File: config.mk
export PLATFORM = sky130hd
export DESIGN_NAME = sha256_three_round_precompute_top
export DESIGN_NICKNAME = d
export VERILOG_FILES = /design/src/hdl/sha3p_pkg.sv /design/src/hdl/sha256_three_round_precompute_top.sv /design/src/hdl/sha3p_skid.sv /design/src/hdl/sha3p_round_cell.sv
export VERILOG_INCLUDE_DIRS = /design/src /design/src/hdl
export SDC_FILE = /design/constraint.sdc
export NUM_CORES = 2
export LEC_CHECK = 0
export BUFFER_PORTS_ARGS = -buffer_cell sky130_fd_sc_hd__buf_2
export CAP_MARGIN = 15
export CORE_MARGIN = 4
export CORE_UTILIZATION = 62
export DETAILED_ROUTE_END_ITERATION = 16
export PLACE_DENSITY_LB_ADDON = 0.12
export SYNTH_ARGS = -nofsm -noshare
export SYNTH_HDL_FRONTEND = slang
export SYNTH_SLANG_ARGS = --single-unit
File: constraint.sdc
create_clock -name clk -period 316.3 [get_ports clk]
set_clock_uncertainty 0.1 [all_clocks]
set_input_delay 63.26 -clock clk [delete_from_list [all_inputs] [get_ports clk]]
set_output_delay 63.26 -clock clk [all_outputs]
set_load 0.03 [all_outputs]
File: src/hdl/sha256_three_round_precompute_top_macros.svh
// ----------------------------------------------------------------------------
// sha256 three-round precompute assertion macros
// concurrent check wrappers, empty for synthesis
// ----------------------------------------------------------------------------
`ifndef SHA256_THREE_ROUND_PRECOMPUTE_TOP_MACROS_SVH
`define SHA256_THREE_ROUND_PRECOMPUTE_TOP_MACROS_SVH

`ifndef SYNTHESIS
`define SHA3P_ASSERT_IMPL(lbl, ante, cons) \
    lbl: assert property (@(posedge clk) disable iff (!rst_n) (ante) |-> (cons)) \
        else $error("sha3p check failed");
`define SHA3P_ASSERT_NEXT(lbl, ante, cons) \
    lbl: assert property (@(posedge clk) disable iff (!rst_n) (ante) |=> (cons)) \
        else $error("sha3p check failed");
`else
`define SHA3P_ASSERT_IMPL(lbl, ante, cons)
`define SHA3P_ASSERT_NEXT(lbl, ante, cons)
`endif

`endif

File: src/hdl/sha3p_pkg.sv
// ----------------------------------------------------------------------------
// sha3p_pkg
// types, round constants and round functions for the three-round precompute
// ----------------------------------------------------------------------------
`timescale 1ns / 1ps

package sha3p_pkg;

    localparam int unsigned NUM_ROUNDS = 3;

    typedef logic [31:0] word_t;
    typedef logic [1:0]  round_idx_t;

    localparam round_idx_t ROUND_0 = 2'd0;
    localparam round_idx_t ROUND_1 = 2'd1;
    localparam round_idx_t ROUND_2 = 2'd2;

    localparam word_t K_ROUND_0 = 32'h428a2f98;
    localparam word_t K_ROUND_1 = 32'h71374491;
    localparam word_t K_ROUND_2 = 32'hb5c0fbcf;

    typedef struct packed {
        word_t state_a;
        word_t state_b;
        word_t state_c;
        word_t state_d;
        word_t state_e;
        word_t state_f;
        word_t state_g;
        word_t state_h;
        word_t msg_word0;
        word_t msg_word1;
        word_t msg_word2;
    } job_t;

    typedef struct packed {
        word_t a_after_round0;
        word_t a_after_round1;
        word_t a_after_round2;
        word_t e_after_round0;
        word_t e_after_round1;
        word_t e_after_round2;
    } result_t;

    // working variables plus message words and results collected so far
    typedef struct packed {
        word_t a;
        word_t b;
        word_t c;
        word_t d;
        word_t e;
        word_t f;
        word_t g;
        word_t h;
        word_t w0;
        word_t w1;
        word_t w2;
        word_t na0;
        word_t na1;
        word_t na2;
        word_t ne0;
        word_t ne1;
        word_t ne2;
    } work_t;

    function automatic word_t round_k(input round_idx_t idx);
        word_t k;
        case (idx)
            ROUND_0: k = K_ROUND_0;
            ROUND_1: k = K_ROUND_1;
            ROUND_2: k = K_ROUND_2;
            default: k = K_ROUND_0;
        endcase
        return k;
    endfunction

    function automatic word_t rotr(input word_t x, input int unsigned n);
        return (x >> n) | (x << (32 - n));
    endfunction

    function automatic word_t big_sigma0(input word_t x);
        return rotr(x, 2) ^ rotr(x, 13) ^ rotr(x, 22);
    endfunction

    function automatic word_t big_sigma1(input word_t x);
        return rotr(x, 6) ^ rotr(x, 11) ^ rotr(x, 25);
    endfunction

    function automatic word_t choose(input word_t e, input word_t f, input word_t g);
        return g ^ (e & (f ^ g));
    endfunction

    function automatic word_t majority(input word_t a, input word_t b, input word_t c);
        return (a & b) | (c & (a | b));
    endfunction

    function automatic work_t job_to_work(input job_t j);
        work_t w;
        w     = '0;
        w.a   = j.state_a;
        w.b   = j.state_b;
        w.c   = j.state_c;
        w.d   = j.state_d;
        w.e   = j.state_e;
        w.f   = j.state_f;
        w.g   = j.state_g;
        w.h   = j.state_h;
        w.w0  = j.msg_word0;
        w.w1  = j.msg_word1;
        w.w2  = j.msg_word2;
        return w;
    endfunction

    function automatic result_t work_to_result(input work_t w);
        result_t r;
        r.a_after_round0 = w.na0;
        r.a_after_round1 = w.na1;
        r.a_after_round2 = w.na2;
        r.e_after_round0 = w.ne0;
        r.e_after_round1 = w.ne1;
        r.e_after_round2 = w.ne2;
        return r;
    endfunction

endpackage

File: src/hdl/sha256_three_round_precompute_top.sv
// ----------------------------------------------------------------------------
// sha256_three_round_precompute_top
// three sha-256 rounds from a midstate, returns new a and e after each round
//
//   channel   signals                            direction
//   job       job_valid, job_stall, job          request in
//   result    result_valid, result_stall, result request out
//
// one request per cycle while the chain is not held; three round cells of two stages
// the last cell's output register holds the result while result_stall is high
// result_stall holds the whole chain while result_valid is high; job_stall rises
// in the next cycle once a request is parked in a one-entry skid buffer at the input
// reset clears all valid flags, no clearing pass
// ----------------------------------------------------------------------------
`timescale 1ns / 1ps

`include "sha256_three_round_precompute_top_macros.svh"

module sha256_three_round_precompute_top
    import sha3p_pkg::*;
(
    input  logic    clk,
    input  logic    rst_n,
    input  logic    job_valid,
    output logic    job_stall,
    input  job_t    job,
    output logic    result_valid,
    input  logic    result_stall,
    output result_t result
);

    logic  advance;
    logic  src_valid;
    job_t  src_job;
    work_t src_work;

    logic  c0_valid;
    work_t c0_work;
    logic  c1_valid;
    work_t c1_work;
    logic  c2_valid;
    work_t c2_work;

    assign advance = !(c2_valid && result_stall);

    sha3p_skid u_skid
    (
        .clk       (clk),
        .rst_n     (rst_n),
        .job_valid (job_valid),
        .job_stall (job_stall),
        .job       (job),
        .advance   (advance),
        .src_valid (src_valid),
        .src       (src_job)
    );

    assign src_work = job_to_work(src_job);

    sha3p_round_cell u_cell0
    (
        .clk       (clk),
        .rst_n     (rst_n),
        .advance   (advance),
        .round_idx (ROUND_0),
        .src_valid (src_valid),
        .src       (src_work),
        .dst_valid (c0_valid),
        .dst       (c0_work)
    );

    sha3p_round_cell u_cell1
    (
        .clk       (clk),
        .rst_n     (rst_n),
        .advance   (advance),
        .round_idx (ROUND_1),
        .src_valid (c0_valid),
        .src       (c0_work),
        .dst_valid (c1_valid),
        .dst       (c1_work)
    );

    sha3p_round_cell u_cell2
    (
        .clk       (clk),
        .rst_n     (rst_n),
        .advance   (advance),
        .round_idx (ROUND_2),
        .src_valid (c1_valid),
        .src       (c1_work),
        .dst_valid (c2_valid),
        .dst       (c2_work)
    );

    assign result_valid = c2_valid;
    assign result       = work_to_result(c2_work);

    // held output freezes the chain
    `SHA3P_ASSERT_NEXT(chain_holds_on_stall, result_valid && result_stall, $stable(c0_valid))
    // skid only fills while the chain is held
    `SHA3P_ASSERT_IMPL(skid_fills_on_hold, $rose(job_stall), $past(!advance))
    // a request taken into a moving chain passes through every round cell to result_valid
    `SHA3P_ASSERT_NEXT(latency_six, job_valid && !job_stall && advance ##1 advance[*5], result_valid)

endmodule

File: src/hdl/sha3p_skid.sv
// ----------------------------------------------------------------------------
// sha3p_skid
// one-entry input skid buffer, keeps the request-side stall registered
// ----------------------------------------------------------------------------
`timescale 1ns / 1ps

module sha3p_skid
    import sha3p_pkg::*;
(
    input  logic  clk,
    input  logic  rst_n,
    input  logic  job_valid,
    output logic  job_stall,
    input  job_t  job,
    input  logic  advance,
    output logic  src_valid,
    output job_t  src
);

    logic full_reg;
    logic full_next;
    job_t skid_reg;

    always_comb
    begin
        full_next = full_reg;
        if (full_reg && advance)
        begin
            full_next = 1'b0;
        end
        else if (!full_reg && !advance && job_valid)
        begin
            full_next = 1'b1;
        end
    end

    always_ff @(posedge clk or negedge rst_n)
    begin
        if (!rst_n)
        begin
            full_reg <= 1'b0;
        end
        else
        begin
            full_reg <= full_next;
        end
    end

    // park the request while the pipeline is held
    always_ff @(posedge clk)
    begin
        if (!full_reg && !advance && job_valid)
        begin
            skid_reg <= job;
        end
    end

    assign job_stall = full_reg;
    assign src_valid = full_reg | job_valid;
    assign src       = full_reg ? skid_reg : job;

endmodule

File: src/hdl/sha3p_round_cell.sv
// ----------------------------------------------------------------------------
// sha3p_round_cell
// one compression round in two register stages, passes work to the next cell
// ----------------------------------------------------------------------------
`timescale 1ns / 1ps

module sha3p_round_cell
    import sha3p_pkg::*;
(
    input  logic       clk,
    input  logic       rst_n,
    input  logic       advance,
    input  round_idx_t round_idx,
    input  logic       src_valid,
    input  work_t      src,
    output logic       dst_valid,
    output work_t      dst
);

    logic  mid_valid_reg;
    work_t mid_reg;
    word_t s1ch_reg;
    word_t hkw_reg;
    word_t t2_reg;

    logic  dst_valid_reg;
    work_t dst_reg;

    word_t w_sel;
    word_t s1ch_next;
    word_t hkw_next;
    word_t t2_next;
    word_t t1;
    word_t new_a;
    word_t new_e;
    work_t dst_next;

    always_comb
    begin
        case (round_idx)
            ROUND_0: w_sel = src.w0;
            ROUND_1: w_sel = src.w1;
            ROUND_2: w_sel = src.w2;
            default: w_sel = src.w0;
        endcase
    end

    // first half: partial sums of t1 and all of t2
    assign s1ch_next = big_sigma1(src.e) + choose(src.e, src.f, src.g);
    assign hkw_next  = src.h + round_k(round_idx) + w_sel;
    assign t2_next   = big_sigma0(src.a) + majority(src.a, src.b, src.c);

    // second half: finish the round and shift the working variables
    assign t1    = s1ch_reg + hkw_reg;
    assign new_a = t1 + t2_reg;
    assign new_e = mid_reg.d + t1;

    always_comb
    begin
        dst_next   = mid_reg;
        dst_next.h = mid_reg.g;
        dst_next.g = mid_reg.f;
        dst_next.f = mid_reg.e;
        dst_next.e = new_e;
        dst_next.d = mid_reg.c;
        dst_next.c = mid_reg.b;
        dst_next.b = mid_reg.a;
        dst_next.a = new_a;
        case (round_idx)
            ROUND_0:
            begin
                dst_next.na0 = new_a;
                dst_next.ne0 = new_e;
            end
            ROUND_1:
            begin
                dst_next.na1 = new_a;
                dst_next.ne1 = new_e;
            end
            ROUND_2:
            begin
                dst_next.na2 = new_a;
                dst_next.ne2 = new_e;
            end
            default:
            begin
                dst_next.na0 = new_a;
                dst_next.ne0 = new_e;
            end
        endcase
    end

    always_ff @(posedge clk or negedge rst_n)
    begin
        if (!rst_n)
        begin
            mid_valid_reg <= 1'b0;
            dst_valid_reg <= 1'b0;
        end
        else if (advance)
        begin
            mid_valid_reg <= src_valid;
            dst_valid_reg <= mid_valid_reg;
        end
    end

    always_ff @(posedge clk)
    begin
        if (advance)
        begin
            mid_reg  <= src;
            s1ch_reg <= s1ch_next;
            hkw_reg  <= hkw_next;
            t2_reg   <= t2_next;
            dst_reg  <= dst_next;
        end
    end

    assign dst_valid = dst_valid_reg;
    assign dst       = dst_reg;

endmodule
# Yosys cells after proc, flatten, opt, wreduce, memory -nomap -nowiden

Cells that the tools add are included.

Register bits after elaboration: 2151
Latch bits: 0
RAM bits: 0
ROM bits: 0
Bits of input ports: 356
Word-level logic and storage cells: 157
Memories kept: 0

$add $sub $neg: 21
$mul: 0
Divide/modulo/power cells: 0
$lt $le $gt $ge: 0
Equal/unequal tests: 0
Shift operators: 0
Muxes and demuxes: 3
Bitwise gates (word level): 52
Reductions and logical operators: 7

Operators with widths:

| kind                   | count |
|---|---|
| $add 32x32->32         | 18 |
| $xor 32x32->32         | 18 |
| $mux 352               | 1 |
| $and 32x32->32         | 9 |
| $or 32x32->32          | 6 |
| $or 10x32->32          | 3 |
| $or 19x32->32          | 3 |
| $or 21x32->32          | 3 |
| $or 26x32->32          | 3 |
| $or 30x32->32          | 3 |
| $or 7x32->32           | 3 |
| $add 32x31->32 const B | 2 |
| $add 32x32->32 const B | 1 |
| $logic_and 1x1->1      | 4 |
| $logic_not 1->1        | 2 |
| $mux 1                 | 2 |
| $reduce_bool 2->1      | 1 |
| $or 1x1->1             | 1 |

# Longest topological paths before layout

Depth in word-level cells: 5
Mapped depth: 24
Gate-level depth less buffers: 24

# Hierarchy

From an unflattened synthesis, not the netlist that was laid out.

Cell total of the unflattened synthesis: 9791
Area total of the unflattened synthesis: 164143.7 µm²

By module, submodules not included:

| module                            | times used | cells each | area each (µm²) | sequential area each (µm²) |
|---|---|---|---|---|
| sha3p_round_cell (u_cell0)        | 1          | 3065       | 49247.2         | 34643.2 |
| sha3p_round_cell (u_cell1)        | 1          | 3006       | 49158.4         | 34643.2 |
| sha3p_round_cell (u_cell2)        | 1          | 2969       | 49102.1         | 34643.2 |
| sha3p_skid                        | 1          | 748        | 16624.7         | 10595.2 |
| sha256_three_round_precompute_top | 1          | 3          | 11.3            | 0.0 |

# Worst setup path after synthesis

OpenSTA, ideal clock, no wires.

Path type: input to register
Start: input result_stall
End: register u_skid.skid_reg[0] (netlist bit) (enable)
Library setup time: 37.134 ns
Arrival: 304.820 ns
Required time: 279.066 ns
Path slack: -25.754 ns
Cell stages on the path: 2
Path buffers: 0
Cells stage by stage: nand2_1 nor3b_1

Cells in the longest elaborated chain, start to end: 3

Ends and longest elaborated chain:

| element                        | line                                    | RTL |
|---|---|---|
| from (decl)                    | sha256_three_round_precompute_top.sv:28 | `input logic result_stall,` |
| $logic_and 1x1->1              | sha256_three_round_precompute_top.sv:44 | `assign advance = !(c2_valid && result_stall);` |
| $logic_and 1x1->1 (2 in a row) | sha3p_skid.sv:52                        | `if (!full_reg && !advance && job_valid)` |
| to (signal assigned)           | sha3p_skid.sv:54                        | `skid_reg <= job;` |
| to (decl)                      | sha3p_skid.sv:22                        | `job_t skid_reg;` |

Every way passes these cells.
A chain may end at the register's enable or synchronous reset.

# Worst setup path in the final report

Start: input result_stall
End: register u_cell2.dst_reg, in the netlist u_cell2.dst[53] (enable)

Cells in the longest elaborated chain, start to end: 1

Ends and longest elaborated chain:

| element              | line                                    | RTL |
|---|---|---|
| $logic_and 1x1->1    | sha256_three_round_precompute_top.sv:44 |  |
| to (signal assigned) | sha3p_round_cell.sv:115                 | `dst_reg <= dst_next;` |
| to (decl)            | sha3p_round_cell.sv:27                  | `work_t dst_reg;` |

Every way passes these cells.

==> results.md <==
- The flow ran to the end, and the final reports show no timing, DRC or antenna violations.
- Of the total synthesized cell area, the portion taken by XOR and XNOR cells is 0.0755.
- For this run, the number of Yosys warnings is 0.
- The sequential cells in the finished layout cover a total of 0.0646 sq mm.
- The combined global-route utilization of all metal layers is 0.314.
- The proportion of synthesized chip area in sequential cells is 0.627.
- The met2 track utilization from global routing is 0.496.
- The global-route met1 utilization is 0.449.
- The number of DRC violations after detailed-routing iteration 0 is 7313.
- The total of max-cap violations is 0.
- The via count of the first global-routing pass was 59800.
- The total I/O pin count is 550.
- The clock root buffer is clkbuf_16.
- The total congestion overflow is 0.
- The TritonCTS clock tree is done.
- The number of clock buffers added by TritonCTS is 208.
- The multi-input combinational cells in the finished layout cover a total of 0.0368 sq mm.
- At the pin with the least slew margin, the transition time is 1.14 ns.
- In the routed layout, each cell is associated on average with a via count of 6.05.
- Counting flops with a built-in enable in the synthesized netlist gives 2144.
- The post-route fraction of the period consumed by the critical path is 0.216.
- The worst pin sits at a relative slew slack of 0.238.
- In this run the worst path has a maximum fanout of 145.
- The mean routed wirelength per cell is 26.8 microns.
- The floorplan die area is 0.173 sq mm.
- The first global-routing pass estimated 396000 microns of wire.
- Of the total synthesized cell area, the portion taken by full adders, half adders and majority gates is 0.0951.
- The remaining routing DRC violations is 0.
- The filler cells instantiated in the layout total 11100.
- The post-CTS setup buffer count is 0.
- The quantity of gates resized following cts is 0.
- The buffer levels on the longest clock path is 3.
- The launching element of the worst setup path is result_stall.
- Summed over all instances, the cell type with the most area after synthesis is edfxtp_1.
- The fraction of the mapped netlist area in compound gates is 0.0893.
- Setup repair after global routing left no endpoint under its margin.
- Clock-pin slew was measured on the worst setup and hold paths at 0.06 ns.
- Of the post-synthesis cell area, the dominant cell type holds 0.626.
- The core region is 0.165 sq mm.
- Of the total synthesized cell area, the portion taken by AND, OR, NAND and NOR gates is 0.0491.
- The count of final max-slew check failures came to 0.
- The path type of the worst setup path is input port to flop.
- The post-synthesis to final-layout area growth is 12.2%.
- The highest clock frequency the design can meet is 14.7 MHz.
- The type of the worst min-delay path is flop to flop.
- The met3 usage is 0.0453.
- The die boundary height is 415 microns.
- STA classifies the critical path startpoint as an input port.
- The routed design could run at a clock period as short as 68.20 ns.
- The total vias in the final route is 62000.
- After synthesis, the share of cell area in mux cells is 0.0485.
- Among all flip-flop cells after synthesis, the most frequent one is edfxtp_1.
- The worst endpoint required time is 316.67 ns.
- Data on the critical path arrives at its endpoint at 68.57 ns.
- For this run, the post-layout net count is 8914.
- The number of cells traversed by the worst register-to-register path is 17.
- The main combinational cell family by area after synthesis is adder cells.
- The floorplan step set the die width to 415 microns.
- The floorplan has 149 rows.
- The number of antenna violations at the first check in global routing came to 30.
- Synthesis handed over a netlist of 7130 instances.
- After clock tree synthesis, the flow added hold-fix buffers numbering 0.
- The global routing stage identified its most utilized layer as met2.
- After detailed routing, the total wire length is 274000 microns.
- CTS built an H-tree with a depth of 4.
- In this run the critical register-to-register path is captured at u_cell0.s1ch_reg[30].
- The final HPWL from detailed placement is 213000 microns.
- The synthesized area per cell is 14.4 sq um.
- By area the synthesized netlist is led by edfxtp_1 (63%), ha_1 (8.2%), xnor2_1 (6.2%).
- The startpoint of the most critical register-to-register path is u_skid.job_stall.
- The netlist area before placement is 0.103 sq mm.
- The count of nets left with antenna violations once routing finished came out at 0.
- Entering global routing, the biggest net connects 200 pins.
- The hold violation total from the final report is 0.
- The number of clock sinks is 2151.
- The most critical setup path has its endpoint at u_cell2.dst[53].
- The total setup violations reported at the end of the flow is 0.
- For flop-to-flop paths, the worst setup slack is 309.12 ns.
- The number of nets in the synthesized netlist is 8182.
- The setup total negative slack is 0 ns.
- The worst setup path is captured at a flop.
- The initial utilization of the core area, before any placement, comes to 0.624.
- The post-synthesis cell type count is 91.
- The number of register bits inferred by synthesis is 2151.
- The clock reaches the later pin of the worst-skew pair after 0.86 ns.
- Of the cells placed in the final design, the portion with a size suffix greater than 1 is 0.163.
- The flip-flop count of the largest register, all copies and words added is 352.
- The first-pass detailed-route iteration total is 6.
- During placement, the flow inserted port buffers numbering 549.
- The post-synthesis async set-or-reset flop share is 0.00325.
- The congestion estimate from routability-driven global placement came to 0.937.
layout make-up:
type | count | share of cell area
flip-flops and latches | 2151 | 0.559
multi-input cells | 4563 | 0.319
clock buffers | 242 | 0.0467
repair buffers | 589 | 0.0266
well taps | 2189 | 0.0237
clock inverters | 145 | 0.0134
inverters | 349 | 0.0113
diodes | 12 | 0.000260
synthesized netlist by cell type, drive strengths merged, types with 12 or more instances:
master and number:
edfxtp 2144, xnor2 729, ha 678, a21oi 424, mux2 366, inv 349, nor2 265, a21o 254
o21ai 252, nand2 243, xor2 142, nand3 95, maj3 94, mux2i 87, nor3 75, o21a 70
nand2b 68, nor2b 67, o21bai 61, and3 54, a211oi 50, a31oi 49, nand4 40, clkbuf 36
buf 31, o211ai 30, and2 27, or3 27, o31ai 23, a21boi 20, fa 18, a211o 17
a41oi 16, o31a 14, a31o 13, nand3b 12, nor4 12
metrics by stage:
stage	cell area [sq um]	utilization	setup slack, ns	hold WS (ns)	std cells
after floorplan	103000	-	93.79	0.300	7130
after global placement	108000	0.658	247.45	0.300	9841
after detailed placement	108000	0.658	247.23	0.305	9841
after CTS	115000	0.700	248.16	0.288	10200
after global routing	115000	0.700	247.73	0.302	10200
final	115000	0.700	248.10	0.286	10200
placed cells by master (no fill, tap or decap), drive strengths merged, types with 70 or more instances in the layout:
cell type,instances
ha,678
clkinv,97
nor3,75
o21ai,252
a21o,254
mux2,366
clkbuf,242
a21oi,424
o21a,70
nand3,95
maj3,94
mux2i,87
edfxtp,2144
inv,362
xor2,142
buf,589
nand2,243
nor2,265
xnor2,729
layer usage:
metal  wire length [microns]  up-vias
met1                  117000    30400
met4                   11100        0
met5                       0        -
li1                        -    28500
met2                  127000     2628
met3                   19800      453
critical path, stage by stage:
cell,delay [ns]
buf_2,0.13
nand2_8,0.52
buf_12,0.51
buf_4,0.82
buf_4,0.86
buf_4,0.97
buf_4,0.98
cells by family (layout without fill, tap and decap cells):
| family | after synthesis | after routing |
|---|---|---|
| flops | 2151 | 2151 |
| compound gates | 1413 | 1413 |
| fa+ha+maj | 790 | 790 |
| buf+inv | 416 | 1325 |
| mux | 453 | 453 |
| xor+xnor | 877 | 877 |
| other cells | 0 | 12 |
| simple gates | 1030 | 1030 |
worst min-delay path by stage:
stage	start	end	slack (ns)	cells after the start
global route	u_cell0.dst_next[302]	u_cell0.dst[302]	0.30	0
global placement	u_cell0.dst_next[372]	u_cell0.dst[372]	0.30	0
floorplan	u_cell0.dst_next[192]	u_cell0.dst[192]	0.30	0
detailed placement	u_cell0.dst_next[232]	u_cell0.dst[232]	0.30	0
finish	u_cell0.dst_next[302]	u_cell0.dst[302]	0.29	0
CTS	u_cell0.dst_next[302]	u_cell0.dst[302]	0.29	0
Power is left out: the tool's default activity adds up to more than one toggle a clock period on the data nets, which glitch-free logic cannot reach.
